$ cat src/sv/vlcs_pkg.sv
`default_nettype none

package vlcs_pkg;

    // round-robin buffer rotation
    localparam int BUF_COUNT = 4;
    localparam int BUF_W     = (BUF_COUNT > 1) ? $clog2(BUF_COUNT) : 1;

    // configuration register indexes
    localparam int CFG_IDX_W = 2;
    localparam logic [CFG_IDX_W-1:0] CFG_CAPTURE_EN = 2'd0;
    localparam logic [CFG_IDX_W-1:0] CFG_SWAP_LINE  = 2'd1;

    localparam logic [15:0] SWAP_LINE_RST = 16'd20;
    localparam logic [15:0] CNT16_MAX     = 16'hFFFF;
    localparam logic [31:0] CNT32_MAX     = 32'hFFFF_FFFF;
    localparam logic [15:0] FIELD_MIN     = 16'd256;
    localparam logic [15:0] FRAME_MIN     = 16'd512;

    // sample conditioning limits
    localparam logic [11:0] WAVE_HI  = 12'd3327;
    localparam logic [11:0] WAVE_LO  = 12'd1279;
    localparam logic [10:0] WAVE_MAX = 11'd1023;
    localparam logic [11:0] CV_FLOOR = 12'd32;
    localparam logic [10:0] CV_MAX   = 11'd709;

    typedef enum logic [1:0] {
        EV_NONE  = 2'd0,
        EV_FIRST = 2'd1,
        EV_FRAME = 2'd2
    } t_field_event;

    typedef enum logic [1:0] {
        SM_RAW,
        SM_PAIR,
        SM_QUAD
    } t_smooth_mode;

    typedef struct packed {
        logic         en;
        t_smooth_mode mode;
    } t_smooth_ctl;

    function automatic logic [BUF_W-1:0] next_buf(input logic [BUF_W-1:0] idx);
        logic [BUF_W-1:0] r;
        if (idx == BUF_W'(BUF_COUNT - 1)) begin
            r = '0;
        end else begin
            r = idx + 1'b1;
        end
        return r;
    endfunction

    // invert, clamp to the useful window, remove the low offset, halve, cap
    function automatic logic [9:0] wave_cond(input logic [11:0] adc);
        logic [11:0] s;
        logic [11:0] d;
        logic [10:0] h;
        s = ~adc;
        if (s >= WAVE_HI) begin
            s = WAVE_HI;
        end else if (s <= WAVE_LO) begin
            s = WAVE_LO;
        end
        d = s - WAVE_LO;
        h = d[11:1];
        if (h > WAVE_MAX) begin
            h = WAVE_MAX;
        end
        return h[9:0];
    endfunction

    // weighted average of three inverted readings, floored, halved, capped
    function automatic logic [9:0] cv_cond(input logic [11:0] a,
                                           input logic [11:0] b,
                                           input logic [11:0] c);
        logic [12:0] sum;
        logic [11:0] v;
        logic [10:0] h;
        sum = {1'b0, ~a} + {1'b0, ~b};
        v   = sum[12:1];
        sum = {1'b0, v} + {1'b0, ~c};
        v   = sum[12:1];
        if (v <= CV_FLOOR) begin
            v = CV_FLOOR;
        end
        h = v[11:1];
        if (h >= CV_MAX) begin
            h = CV_MAX;
        end
        return h[9:0];
    endfunction

endpackage

`default_nettype wire

$ cat src/sv/vlcs_smooth.sv
`default_nettype none

module vlcs_smooth (
    input  wire                     i_clk,
    input  wire                     i_rst_n,
    input  vlcs_pkg::t_smooth_ctl   i_ctl,
    input  wire  [9:0]              i_value,
    output logic [9:0]              o_result
);

    logic [9:0]  r_hist [3];
    logic [10:0] pair_sum;
    logic [11:0] quad_sum;

    assign pair_sum = {1'b0, i_value} + {1'b0, r_hist[0]};
    assign quad_sum = {2'b00, i_value} + {2'b00, r_hist[0]}
                    + {2'b00, r_hist[1]} + {2'b00, r_hist[2]};

    always_comb begin
        case (i_ctl.mode)
            vlcs_pkg::SM_RAW:  o_result = i_value;
            vlcs_pkg::SM_PAIR: o_result = pair_sum[10:1];
            vlcs_pkg::SM_QUAD: o_result = quad_sum[11:2];
            default:           o_result = i_value;
        endcase
    end

    // entry 0 is the newest stored value
    always_ff @(posedge i_clk) begin
        if (!i_rst_n) begin
            r_hist[0] <= '0;
            r_hist[1] <= '0;
            r_hist[2] <= '0;
        end else if (i_ctl.en) begin
            r_hist[2] <= r_hist[1];
            r_hist[1] <= r_hist[0];
            r_hist[0] <= o_result;
        end
    end

endmodule

`default_nettype wire

$ cat src/sv/video_line_capture_sequencer.sv
// channel  | beat            | handshake
// ---------+-----------------+---------------------------
// in       | one hsync line  | i_in_valid / o_in_stall
// out      | one line result | o_out_valid / i_out_stall
// cfg      | register write  | i_cfg_we (no wait)
//
// one line per clock unless output stalls; input register feeds the result register.
// the line and frame counters, buffer indices and smoothing history update in the
// cycle the line moves from the input register into the result register.
// i_rst_n is synchronous; it clears counters, indices, history and valid flags.
// an output stall holds the result and any queued line; input stalls only when both full.
`default_nettype none

module video_line_capture_sequencer (
    input  wire                                   i_clk,
    input  wire                                   i_rst_n,
    input  wire                                   i_cfg_we,
    input  wire  [vlcs_pkg::CFG_IDX_W-1:0]        i_cfg_idx,
    input  wire  [15:0]                           i_cfg_data,
    input  wire                                   i_in_valid,
    output logic                                  o_in_stall,
    input  wire                                   i_field_id,
    input  wire                                   i_vsync_active,
    input  wire  [11:0]                           i_wave_adc,
    input  wire  [11:0]                           i_cv_adc_first,
    input  wire  [11:0]                           i_cv_adc_second,
    input  wire  [11:0]                           i_cv_adc_third,
    input  wire                                   i_trigger_level,
    input  wire                                   i_render_done,
    output logic                                  o_out_valid,
    input  wire                                   i_out_stall,
    output logic [15:0]                           o_line_index,
    output logic [1:0]                            o_sample_buffer,
    output logic [9:0]                            o_wave_value,
    output logic [9:0]                            o_cv_value,
    output logic [1:0]                            o_wave_read_buffer,
    output logic [1:0]                            o_sample_read_buffer,
    output logic [1:0]                            o_field_event,
    output logic [15:0]                           o_lines_first_field,
    output logic [15:0]                           o_lines_second_field,
    output logic [31:0]                           o_missed_swaps,
    output logic [7:0]                            o_trigger_rises,
    output logic [7:0]                            o_trigger_falls
);

    localparam int BW = vlcs_pkg::BUF_W;

    // configuration
    logic        r_capture_en;
    logic [15:0] r_swap_line;

    // input register
    logic        r_iv;
    logic        r_fid;
    logic        r_vs;
    logic [11:0] r_wadc;
    logic [11:0] r_ca;
    logic [11:0] r_cb;
    logic [11:0] r_cc;
    logic        r_trig;
    logic        r_rdone;

    // line state
    logic          r_field_seen;
    logic [15:0]   r_frame_cnt;
    logic [15:0]   r_line_cnt;
    logic [BW-1:0] r_smp_wr;
    logic [BW-1:0] r_smp_rd;
    logic [BW-1:0] r_wav_wr;
    logic [BW-1:0] r_wav_rd;
    logic          r_render_flag;
    logic [31:0]   r_dropped;
    logic [15:0]   r_first_lines;
    logic [15:0]   r_second_lines;
    logic          r_trig_prev;
    logic [7:0]    r_rises;
    logic [7:0]    r_falls;

    // result register
    logic          r_ov;

    logic          adv;
    logic          fire;
    logic          swap;
    logic [15:0]   line_inc;
    logic [15:0]   frame_inc;

    logic          n_field_seen;
    logic [15:0]   n_frame_cnt;
    logic [15:0]   n_line_cnt;
    logic [BW-1:0] n_smp_wr;
    logic [BW-1:0] n_smp_rd;
    logic [BW-1:0] n_wav_wr;
    logic [BW-1:0] n_wav_rd;
    logic          n_render_flag;
    logic [31:0]   n_dropped;
    logic [15:0]   n_first_lines;
    logic [15:0]   n_second_lines;
    logic [7:0]    n_rises;
    logic [7:0]    n_falls;
    vlcs_pkg::t_field_event n_event;

    vlcs_pkg::t_smooth_ctl smooth_ctl;
    logic [9:0]    wave_cond;
    logic [9:0]    cv_cond;
    logic [9:0]    wave_sm;
    logic [9:0]    cv_sm;

    assign adv        = !r_ov || !i_out_stall;
    assign fire       = r_iv && adv;
    assign o_in_stall = r_iv && !adv;
    assign o_out_valid = r_ov;

    always_ff @(posedge i_clk) begin
        if (!i_rst_n) begin
            r_capture_en <= 1'b1;
            r_swap_line  <= vlcs_pkg::SWAP_LINE_RST;
        end else if (i_cfg_we) begin
            case (i_cfg_idx)
                vlcs_pkg::CFG_CAPTURE_EN: r_capture_en <= i_cfg_data[0];
                vlcs_pkg::CFG_SWAP_LINE:  r_swap_line  <= i_cfg_data;
                default: ;
            endcase
        end
    end

    always_ff @(posedge i_clk) begin
        if (!i_rst_n) begin
            r_iv <= 1'b0;
        end else if (!o_in_stall) begin
            r_iv <= i_in_valid;
        end
    end

    always_ff @(posedge i_clk) begin
        if (i_in_valid && !o_in_stall) begin
            r_fid   <= i_field_id;
            r_vs    <= i_vsync_active;
            r_wadc  <= i_wave_adc;
            r_ca    <= i_cv_adc_first;
            r_cb    <= i_cv_adc_second;
            r_cc    <= i_cv_adc_third;
            r_trig  <= i_trigger_level;
            r_rdone <= i_render_done;
        end
    end

    assign line_inc  = (r_line_cnt  == vlcs_pkg::CNT16_MAX) ? r_line_cnt  : r_line_cnt + 1'b1;
    assign frame_inc = (r_frame_cnt == vlcs_pkg::CNT16_MAX) ? r_frame_cnt : r_frame_cnt + 1'b1;

    always_comb begin
        n_field_seen   = r_field_seen;
        n_frame_cnt    = frame_inc;
        n_first_lines  = r_first_lines;
        n_second_lines = r_second_lines;
        n_event        = vlcs_pkg::EV_NONE;
        if (!r_vs && r_fid && !r_field_seen && frame_inc >= vlcs_pkg::FIELD_MIN) begin
            n_first_lines = frame_inc;
            n_field_seen  = 1'b1;
            n_event       = vlcs_pkg::EV_FIRST;
        end else if (!r_vs && !r_fid && frame_inc >= vlcs_pkg::FRAME_MIN) begin
            n_field_seen   = 1'b0;
            n_second_lines = frame_inc - r_first_lines;
            n_frame_cnt    = '0;
            n_event        = vlcs_pkg::EV_FRAME;
        end

        swap          = (n_frame_cnt == r_swap_line);
        n_line_cnt    = swap ? 16'd0 : line_inc;
        n_render_flag = r_render_flag || r_rdone;
        n_smp_wr      = r_smp_wr;
        n_smp_rd      = r_smp_rd;
        n_wav_wr      = r_wav_wr;
        n_wav_rd      = r_wav_rd;
        n_dropped     = r_dropped;
        if (swap) begin
            if (n_render_flag) begin
                if (r_capture_en) begin
                    n_smp_rd = r_smp_wr;
                    n_smp_wr = vlcs_pkg::next_buf(r_smp_wr);
                end
                n_wav_rd      = r_wav_wr;
                n_wav_wr      = vlcs_pkg::next_buf(r_wav_wr);
                n_render_flag = 1'b0;
            end else if (r_dropped != vlcs_pkg::CNT32_MAX) begin
                n_dropped = r_dropped + 1'b1;
            end
        end

        n_rises = r_rises;
        n_falls = r_falls;
        if (r_trig && !r_trig_prev) begin
            n_rises = r_rises + 1'b1;
        end else if (!r_trig && r_trig_prev) begin
            n_falls = r_falls + 1'b1;
        end

        smooth_ctl.en = fire;
        if (n_line_cnt == 16'd0) begin
            smooth_ctl.mode = vlcs_pkg::SM_RAW;
        end else if (n_line_cnt < 16'd3) begin
            smooth_ctl.mode = vlcs_pkg::SM_PAIR;
        end else begin
            smooth_ctl.mode = vlcs_pkg::SM_QUAD;
        end
    end

    assign wave_cond = vlcs_pkg::wave_cond(r_wadc);
    assign cv_cond   = vlcs_pkg::cv_cond(r_ca, r_cb, r_cc);

    vlcs_smooth u_wave_smooth (
        .i_clk    (i_clk),
        .i_rst_n  (i_rst_n),
        .i_ctl    (smooth_ctl),
        .i_value  (wave_cond),
        .o_result (wave_sm)
    );

    vlcs_smooth u_cv_smooth (
        .i_clk    (i_clk),
        .i_rst_n  (i_rst_n),
        .i_ctl    (smooth_ctl),
        .i_value  (cv_cond),
        .o_result (cv_sm)
    );

    always_ff @(posedge i_clk) begin
        if (!i_rst_n) begin
            r_field_seen   <= 1'b0;
            r_frame_cnt    <= '0;
            r_line_cnt     <= '0;
            r_smp_wr       <= '0;
            r_smp_rd       <= '0;
            r_wav_wr       <= '0;
            r_wav_rd       <= '0;
            r_render_flag  <= 1'b0;
            r_dropped      <= '0;
            r_first_lines  <= '0;
            r_second_lines <= '0;
            r_trig_prev    <= 1'b0;
            r_rises        <= '0;
            r_falls        <= '0;
        end else if (fire) begin
            r_field_seen   <= n_field_seen;
            r_frame_cnt    <= n_frame_cnt;
            r_line_cnt     <= n_line_cnt;
            r_smp_wr       <= n_smp_wr;
            r_smp_rd       <= n_smp_rd;
            r_wav_wr       <= n_wav_wr;
            r_wav_rd       <= n_wav_rd;
            r_render_flag  <= n_render_flag;
            r_dropped      <= n_dropped;
            r_first_lines  <= n_first_lines;
            r_second_lines <= n_second_lines;
            r_trig_prev    <= r_trig;
            r_rises        <= n_rises;
            r_falls        <= n_falls;
        end
    end

    always_ff @(posedge i_clk) begin
        if (!i_rst_n) begin
            r_ov <= 1'b0;
        end else if (adv) begin
            r_ov <= r_iv;
        end
    end

    always_ff @(posedge i_clk) begin
        if (fire) begin
            o_line_index         <= n_line_cnt;
            o_sample_buffer      <= 2'(n_smp_wr);
            o_wave_value         <= wave_sm;
            o_cv_value           <= cv_sm;
            o_wave_read_buffer   <= 2'(n_wav_rd);
            o_sample_read_buffer <= 2'(n_smp_rd);
            o_field_event        <= n_event;
            o_lines_first_field  <= n_first_lines;
            o_lines_second_field <= n_second_lines;
            o_missed_swaps       <= n_dropped;
            o_trigger_rises      <= n_rises;
            o_trigger_falls      <= n_falls;
        end
    end

`ifndef SYNTHESIS
    // a frame end always leaves the frame count cleared
    a_frame_clear: assert property (@(posedge i_clk) disable iff (!i_rst_n)
        (fire && n_event == vlcs_pkg::EV_FRAME) |=> (r_frame_cnt == 16'd0))
        else $error("frame count not cleared at frame end");

    // the swap line restarts the line index
    a_swap_restart: assert property (@(posedge i_clk) disable iff (!i_rst_n)
        (fire && swap) |=> (r_line_cnt == 16'd0 && o_line_index == 16'd0))
        else $error("line index not restarted at swap");

    // input side only stalls with a line waiting in the input register
    a_stall_held: assert property (@(posedge i_clk) disable iff (!i_rst_n)
        o_in_stall |-> (r_iv && r_ov))
        else $error("input stalled with room in the pipeline");

    // a rotation moves the read buffer onto the old write buffer
    a_rotate: assert property (@(posedge i_clk) disable iff (!i_rst_n)
        (fire && swap && n_render_flag == 1'b0 && r_render_flag | r_rdone)
            |=> (r_wav_rd == $past(r_wav_wr)))
        else $error("wave read buffer did not follow write buffer");
`endif

endmodule

`default_nettype wire
$ cat config.mk
export PLATFORM = sky130hd
export DESIGN_NAME = video_line_capture_sequencer
export DESIGN_NICKNAME = d
export VERILOG_FILES = /design/src/sv/vlcs_pkg.sv /design/src/sv/vlcs_smooth.sv /design/src/sv/video_line_capture_sequencer.sv
export SDC_FILE = /design/constraint.sdc
export NUM_CORES = 1
export LEC_CHECK = 0
export ABC_CLOCK_PERIOD_IN_PS = 19600
export CORE_UTILIZATION = 65
export CTS_BUF_LIST = sky130_fd_sc_hd__clkbuf_16
export DETAILED_ROUTE_END_ITERATION = 7
export DONT_BUFFER_PORTS = 1
export GPL_TIMING_DRIVEN = 1
export PLACE_DENSITY_LB_ADDON = 0.1
export SLEW_MARGIN = 20
export SYNTH_ARGS = -nofsm -noshare
export SYNTH_HDL_FRONTEND = slang
export SYNTH_SLANG_ARGS = --single-unit
$ cat constraint.sdc
create_clock -name i_clk -period 19.6 [get_ports i_clk]
set_input_delay 2.94 -clock i_clk [delete_from_list [all_inputs] [get_ports i_clk]]
set_output_delay 2.94 -clock i_clk [all_outputs]
set_load 0.03 [all_outputs]
* After elaboration in Yosys (flattened, before gate mapping) *
Memory sizes are Yosys's and may differ from the RTL's.
Index checks and enable logic that the tools add are counted.
W data, S select, Z words.

operators by class
  add/sub/neg operators = 19
  multipliers = 0
  div/mod/pow operators = 0
  magnitude comparators = 8
  equality and inequality tests = 9
  shifts and indexed selects = 0
  mux-type cells = 47
  bitwise operators = 10
  reduce and logical (&&, ||, !) cells = 28

operators by type and width
  kind                     count
  $mux W16                 8
  $mux W32                 3
  $mux W10                 8
  $add A12 B10 Y12         4
  $not A12 Y12             4
  $add A10 B10 Y11         4
  $pmux W10 S2             2
  $mux W12                 3
  $add A16 B1 Y16 const B  2
  $add A32 B1 Y32 const B  1
  $eq A16 B16 Y1 const B   2
  $ne A32 B32 Y1 const B   1
  $add A12 B12 Y13         2
  $mux W2                  13
  $mux W8                  3
  $add A8 B1 Y8 const B    2
  $eq A16 B16 Y1           1
  $ge A16 B10 Y1 const B   1
  $ge A16 B9 Y1 const B    1
  $logic_not A16 Y1        1
  $lt A16 B2 Y1 const B    1
  $sub A16 B16 Y16         1
  $ge A12 B12 Y1 const B   1
  $le A12 B11 Y1 const B   1
  16 further kinds         51

word-level totals
  register bits after elaboration = 318
  latch bits = 0
  bits in writable memories = 60
  ROM bits = 0
  bits of input ports = 75
  output and inout bits = 126
  word-level logic and storage cells = 161
  memories kept = 2

memories
  name                  words  bits a word  read ports  clocked after Yosys merged registers in  wr ports  line               text
  u_cv_smooth.r_hist    3      10           3           0                                        3         vlcs_smooth.sv:11  logic [9:0] r_hist [3];
  u_wave_smooth.r_hist  3      10           3           0                                        3         vlcs_smooth.sv:11

* Depth between registers and ports, before layout *
Gate-level depths: netlist (run 1).

  depth after elaboration = 14
  depth in mapped cells = 39
  gate-level depth less buffers = 39

* By module *
From an unflattened synthesis (run 1), not the netlist that was laid out.

unflattened totals
  cells, all modules = 2,208
  area total of the unflattened synthesis = 21,438.1 µm²

by module, submodules not included
  module                        instances  cells an instance  area each (µm²)  seq. area each (µm²)
  video_line_capture_sequencer  1          1,662              16,090.4         8,127.8
  vlcs_smooth                   2          273                2,673.8          900.9

* Worst setup path before layout (run 1) *
OpenSTA, ideal clock, no wires.

  kind = input -> register
  start = input port i_out_stall
  end = register o_cv_value[0] (enable)
  setup time = 536 ps
  data arrival time = 7,342 ps
  required time = 19,064 ps
  path slack = 11,722 ps
  stages on the path = 6
  buffers on the path = 3
  cells stage by stage = nand2_1 > nand2_1 > inv_1 > clkbuf_1 > buf_1 > buf_1

between the ends
  word-level cells in the longest chain between the ends = 3

ends and longest elaborated chain
  element                 line                                 text
  start: declaration      video_line_capture_sequencer.sv:31   input wire i_out_stall,
  $logic_not A1 Y1        video_line_capture_sequencer.sv:109  assign adv = !r_ov || !i_out_stall;
  $logic_or A1 B1 Y1      video_line_capture_sequencer.sv:109
  $logic_and A1 B1 Y1     video_line_capture_sequencer.sv:110  assign fire = r_iv && adv;
  named net fire          video_line_capture_sequencer.sv:83   logic fire;
  end signal: assignment  video_line_capture_sequencer.sv:274  o_cv_value <= cv_sm;
  end: declaration        video_line_capture_sequencer.sv:35   output logic [9:0] o_cv_value,

The timed path passes the listed nets, and every way through them passes these cells.
A chain may end at the register's enable or synchronous reset.

==> results.toml, run 1 <==
[global_routing]
antenna_found_initial = 1
grt_start_max_net_pins = 118
grt_overflow = 0
grt_pass1_wl_mm = 71.78
grt_pass1_vias = 14206
grt_use_total_pct = 27.05

[sta]
hold_violations = 0
clock_skew_ns = 0.02168
tns_ns = 0
report.final.slew_viol_count = 0
hold_slack_ns = 0.4535
finalSetupViolations = 0
finalCriticalPeriod_ns = 8.464
fin_crit_sh_pct = 43.18
relSlewSlack_pct = 30.21
max_freq_ghz = 0.1181
worst_pin_slew_ns = 1.047
grt_setup_unrepaired = "no"

[critical_path]
rrSetupSlack_ns = 11.14
arrival_ns = 8.72
max_stage_delay_ns = 0.81
crit_slowest_cell = "a2111oi_1"
reg2regPathDepth = 36
end_kind = "flop"
worst_ep_required_time_ns = 19.86
cp_common_cell = "a21oi_1"
critical_path.max_fanout = 5
reg2reg_to = "u_cv_smooth.r_hist[0][8]$_SDFFCE_PN0P_"
criticalPathCategory = "reg2reg"
cp-startpoint = "r_cb[0]$_DFFE_PP_"
r2r-start = "r_cb[0]$_DFFE_PP_"
critPathLaunchType = "flop"

[drt]
drtIter0Drc = 1413
vias_per_cell = 6.182
drtAntennaViolNets = 0
dr_wl_met2_mm = 20.69
dr_wl_met3_mm = 2.733
dr.pass1.iters = 5
drc = 0
highest_layer = "met4"
wl_met1_mm = 20.30
wirelength_mm = 44.74
dr_total_vias = 15524
wl_per_cell_um = 17.82

[synthesis]
synthAdderAreaFrac_pct = 7.512
synth_xor_xnor_area_share_pct = 5.901
synth_fp_nets = 2312
synth.avg_cell_area_um2 = 9.706
synth_area_leaders = "edfxtp_1 34%, dfxtp_1 14%, ha_1 5.1%"
synth_seq_cells = 378
yosysMostFrequentCell = "nand2_1"
synth_warnings = 0
ys_seq_area_share_pct = 48.08
synth.mux.area_fraction_pct = 2.369
syn_area_um2 = 20650
synth_compound_area_share_pct = 12.66
synth_cells = 2128
synth_enable_flop_cells = 236
synth_top_family_by_area = "simple AND/OR/NAND/NOR gates"
yosys.area.top_type_share_pct = 34.31
synth_top_cells_by_count = "251 x nand2_1, 236 x edfxtp_1, 158 x nor2_1"
synth_cell_types = 81
synth_simple_gate_area_share_pct = 18.65
synth-main-ff-cell = "edfxtp_1"
synthArstFlopShare_pct = 0
yosysTopAreaCell = "edfxtp_1"

[cells_and_area]
nNetsFinal = 2267
regArea_um2 = 9930
layout-drive-gt1-share_pct = 6.008
final.fill_count = 2360
multi_input_area_um2 = 9764
area_delta_synth_final_pct = 6.985

[die]
coreArea_um2 = 30910
die-area_um2 = 32490
ios = 201
die_h_um = 180.3
initial_utilization_pct = 66.82
rows = 64
die_w_um = 180.3

[place]
hpwl_mm = 30.48
gp_congestion = 0.9257
portBuffers = 0

[pwr]
peakVddDrop_mv = 0.08519
powerDensity_nw_per_um2 = 102.1
p_total_mw = 2.257
p_leak_nw = 8.693

[clocking]
post_cts_resized = 0
htree_levels = 2
path_clk_slew_ns = 0.06
clk_latency_ns = 0.54
clk_path_buf_depth = 3
cts.sinks = 378
root_buffer = "clkbuf_16"
cts_hold_buf = 0
cts_setup_buffers = 0
cts_tree = "built"
cts-buffers-inserted = 40

[hold_path]
holdPathStages = 2
hold_end = "r_first_lines[1]$_SDFFE_PN0P_"
hp-class = "reg2reg"
min-delay-start = "r_first_lines[1]$_SDFFE_PN0P_"

[outcome]
run_status = "complete, no violations"

[flow_run]
maxCapViolations = 0
==> layer usage <==
layer	vias up	track usage, %
met5	-	0
met4	0	7.863
met3	68	3.921
met2	522	43.41
met1	7412	38.29
li1	7522	-
==> logic make-up after synthesis <==
family,Yosys count
and+or+nand+nor,780
AOI/OAI and AO/OA,426
DFF,378
buffers and inverters,251
xor gates and xnor gates,137
adders and majority gates,109
muxes,47
==> registers in the layout, summed over array words and instances (netlist names), 8 cells and up <==
| signal | count |
|---|---|
| o_missed_swaps | 32 |
| r_dropped | 32 |
| u_cv_smooth.r_hist | 30 |
| u_wave_smooth.r_hist | 30 |
| o_line_index | 16 |
| o_lines_first_field | 16 |
| o_lines_second_field | 16 |
| r_first_lines | 16 |
| r_frame_cnt | 16 |
| r_line_cnt | 16 |
| r_second_lines | 16 |
| r_swap_line | 16 |
| r_ca | 12 |
| r_cb | 12 |
| r_cc | 12 |
| r_wadc | 12 |
| o_cv_value | 10 |
| o_wave_value | 10 |
| o_trigger_falls | 8 |
| o_trigger_rises | 8 |
| r_falls | 8 |
| r_rises | 8 |
==> critical path, delay by kind of cell (launching register included) <==
family,cells,cell delay [ns]
flops,1,0.36
simple gates,6,0.78
compound gates,21,4.59
xor+xnor,4,0.63
fa+ha+maj,5,1.85
==> worst max path at each step <==
stage / end / slack [ns] / cells after the start
global placement: u_cv_smooth.r_hist[0][8]$_SDFFCE_PN0P_ / 11.27 / 36
finish: u_cv_smooth.r_hist[0][8]$_SDFFCE_PN0P_ / 11.14 / 36
CTS: u_cv_smooth.r_hist[0][8]$_SDFFCE_PN0P_ / 11.05 / 36
floorplan: o_cv_value[0]$_DFFE_PP_ / 11.72 / 6
global route: u_cv_smooth.r_hist[0][8]$_SDFFCE_PN0P_ / 10.47 / 36
detailed placement: u_cv_smooth.r_hist[0][8]$_SDFFCE_PN0P_ / 11.06 / 36
==> layout by cell type (no fill, tap or decap), drive strengths merged, types with 49 or more instances in the layout <==
cell type	count
o21ai	107
nor2	158
edfxtp	236
ha	84
nor3	49
nand3	83
a21oi	145
dfxtp	142
xnor2	74
nand2	251
inv	162
xor2	63
==> through the flow <==
stage | instances | instance area [µm²] | worst slack (ns) | utilization, %
2_1_floorplan | 2128 | 20650 | 11.72 | -
3_3_place_gp | 2437 | 20850 | 11.27 | 67.44
3_5_place_dp | 2437 | 20850 | 11.06 | 67.44
4_1_cts | 2510 | 22080 | 11.05 | 71.44
5_1_grt | 2511 | 22100 | 10.47 | 71.49
6_report | 2511 | 22100 | 11.14 | 71.49
==> layout make-up <==
type                            instances  area share [%]
Sequential cell                       378           44.94
Multi-Input combinational cell       1499           44.19
Clock buffer                           40           4.530
Inverter                              152           2.616
Tap cell                              396           2.242
Clock inverter                         33           1.065
Timing Repair Buffer                   12          0.4077
Antenna cell                            1         0.01133
==> report_power, final <==
group	total, mW	switching (mW)	internal, mW
logic	0.588	0.343	0.245
clock network	0.708	0.306	0.402
registers	0.961	0.0617	0.899
No activity file was read; power rests on OpenSTA's default activity.
==> run 2, diff against run 1 <==
--- a/config.mk
+++ b/config.mk
@@ -5,7 +5,7 @@
 export SDC_FILE = /design/constraint.sdc
 export NUM_CORES = 1
 export LEC_CHECK = 0
-export ABC_CLOCK_PERIOD_IN_PS = 19600
+export ABC_CLOCK_PERIOD_IN_PS = 8250
 export CORE_UTILIZATION = 65
 export CTS_BUF_LIST = sky130_fd_sc_hd__clkbuf_16
 export DETAILED_ROUTE_END_ITERATION = 7
==> constraint.sdc (replaced) <==
create_clock -name i_clk -period 8.25 [get_ports i_clk]
set_input_delay 1.2375 -clock i_clk [delete_from_list [all_inputs] [get_ports i_clk]]
set_output_delay 1.2375 -clock i_clk [all_outputs]
set_load 0.03 [all_outputs]
==> run 2 against run 1 <==
Clock skew rose by 0.0046 ns. Final cell count is 0.36% higher. Critical path depth increased by 3. Flip-flop and latch count is the same. Critical path type unchanged. Global-route usage up 0.72 points. Power increased by 150%. Sequential power rose by 140%.
==> results.toml, run 2 (synthesis gave the netlist of run 1 again) <==
[sta]
worst_slack_ns = 0.4872
clock_skew_ns = 0.02630
finalSetupViolations = 0
hold_violations = 0
fin_crit_sh_pct = 94.09
worst_pin_slew_ns = 1.093
tns_ns = 0
max_freq_ghz = 0.1288
report.final.slew_viol_count = 0
relSlewSlack_pct = 27.10
finalCriticalPeriod_ns = 7.763

[global_routing]
grt_use_total_pct = 27.77
grt_start_max_net_pins = 118
grt_pass1_wl_mm = 73.48
grt_overflow = 0
antenna_found_initial = 1
grt_pass1_vias = 14597

[critical_path]
max_stage_delay_ns = 0.54
arrival_ns = 8.03
critical_path.max_fanout = 5
critPathLaunchType = "flop"
crit_slowest_cell = "fa_1"
cp_common_cell = "a21oi_1"
worst_ep_required_time_ns = 8.52
end_kind = "flop"
criticalPathCategory = "reg2reg"

[place]
place_inst = 2445
gp_congestion = 0.9184
dpl_worst_slack_ns = 0.2571
hpwl_mm = 31.14
portBuffers = 0

[clocking]
path_clk_slew_ns = 0.06
clk_path_buf_depth = 3
root_buffer = "clkbuf_16"
htree_levels = 2
clk_latency_ns = 0.54
cts-buffers-inserted = 40
cts.sinks = 378
cts_tree = "built"

[cells_and_area]
antennaDiodeCount = 0
finalNonFillerCells = 2520
layout_commonest_cell = "nand2_1"
nNetsFinal = 2276
area_delta_synth_final_pct = 8.021
layout-drive-gt1-share_pct = 6.591
reg_top3 = "o_missed_swaps (32), r_dropped (32)"
final_cell_mix = "251 x nand2_1, 236 x edfxtp_1, 157 x nor2_1"

[die]
initial_utilization_pct = 66.82
ios = 201
coreArea_um2 = 30910
die_h_um = 180.3
die-area_um2 = 32490
rows = 64
die_w_um = 180.3

[pwr]
p_leak_nw = 8.790
peakVddDrop_mv = 0.2073
powerDensity_nw_per_um2 = 250.0

[drt]
drtIter0Drc = 1155
vias_per_cell = 6.175
dr_total_vias = 15561
drtAntennaViolNets = 0
wl_per_cell_um = 18.15
drc = 0
wirelength_mm = 45.73
dr.pass1.iters = 5

[hold_path]
hp-class = "reg2reg"

[flow_run]
maxCapViolations = 0

[outcome]
run_status = "complete, no violations"
==> run 2: where the power goes <==
part	switching, mW	internal, mW	leakage (nW)
registers	0.146	2.14	3.45
logic	0.868	0.619	4.67
clock network	0.729	1.08	0.676
==> run 2: layout make-up <==
| cell class | instances | area, µm² |
|---|---|---|
| clock buffers | 42 | 1051 |
| inverters | 152 | 578.1 |
| fillers | 2284 | 8600 |
| multi-input cells | 1499 | 9819 |
| flip-flops and latches | 378 | 9930 |
| repair buffers | 21 | 157.7 |
| well taps | 396 | 495.5 |
| clock inverters | 32 | 279.0 |
==> run 2: layer usage <==
layer  global-route usage [%]  part of all wire (%)  vias to the layer above
li1                         -                     -                     7538
met1                    38.16                    44                     7375
met2                    44.84                    46                      542
met3                    4.345                   6.5                      104
met4                    9.880                   3.1                        2
met5                        0                 0.028                        -
==> run 2: worst max-delay path, delay by kind of cell (launching register included) <==
family                   cells  cell delay, ns
buffers and inverters        5            0.48
AND/OR/NAND/NOR              5            0.65
adder cells (fa/ha/maj)      6            2.00
XOR/XNOR                     4            0.63
AO/OA/AOI/OAI               19            3.43
flip-flops                   1            0.32
==> run 2: path summary, 6_finish.rpt <==
check	slack [ns]	from	to	cells after the start
max reg2reg	0.49	r_ca[1]$_DFFE_PP_	u_cv_smooth.r_hist[0][8]$_SDFFCE_PN0P_	39
max	0.49	r_ca[1]$_DFFE_PP_	u_cv_smooth.r_hist[0][8]$_SDFFCE_PN0P_	39
min reg2reg	0.45	r_smp_rd[1]$_SDFFE_PN0P_	r_smp_rd[1]$_SDFFE_PN0P_	2
min	0.45	r_smp_rd[1]$_SDFFE_PN0P_	r_smp_rd[1]$_SDFFE_PN0P_	2
==> run 2: what timing repair did <==
item	CTS	global route
buffers inserted	0	1
resized for setup	0	12
hold endpoints to repair	0	0
hold buffers	0	0
setup endpoints to repair	0	9
==> run 2: through the flow <==
stage / cell area [µm²] / power, mW / hold WS (ns) / utilization, %
6_report: 22310 / 5.577 / 0.4538 / 72.18
3_3_place_gp: 20910 / 3.668 / 0.4364 / 67.64
4_1_cts: 22240 / 5.543 / 0.4544 / 71.94
5_1_grt: 22310 / 5.856 / 0.4730 / 72.18
2_1_floorplan: 20650 / 3.420 / 0.4284 / -
3_5_place_dp: 20910 / 3.730 / 0.4477 / 67.64
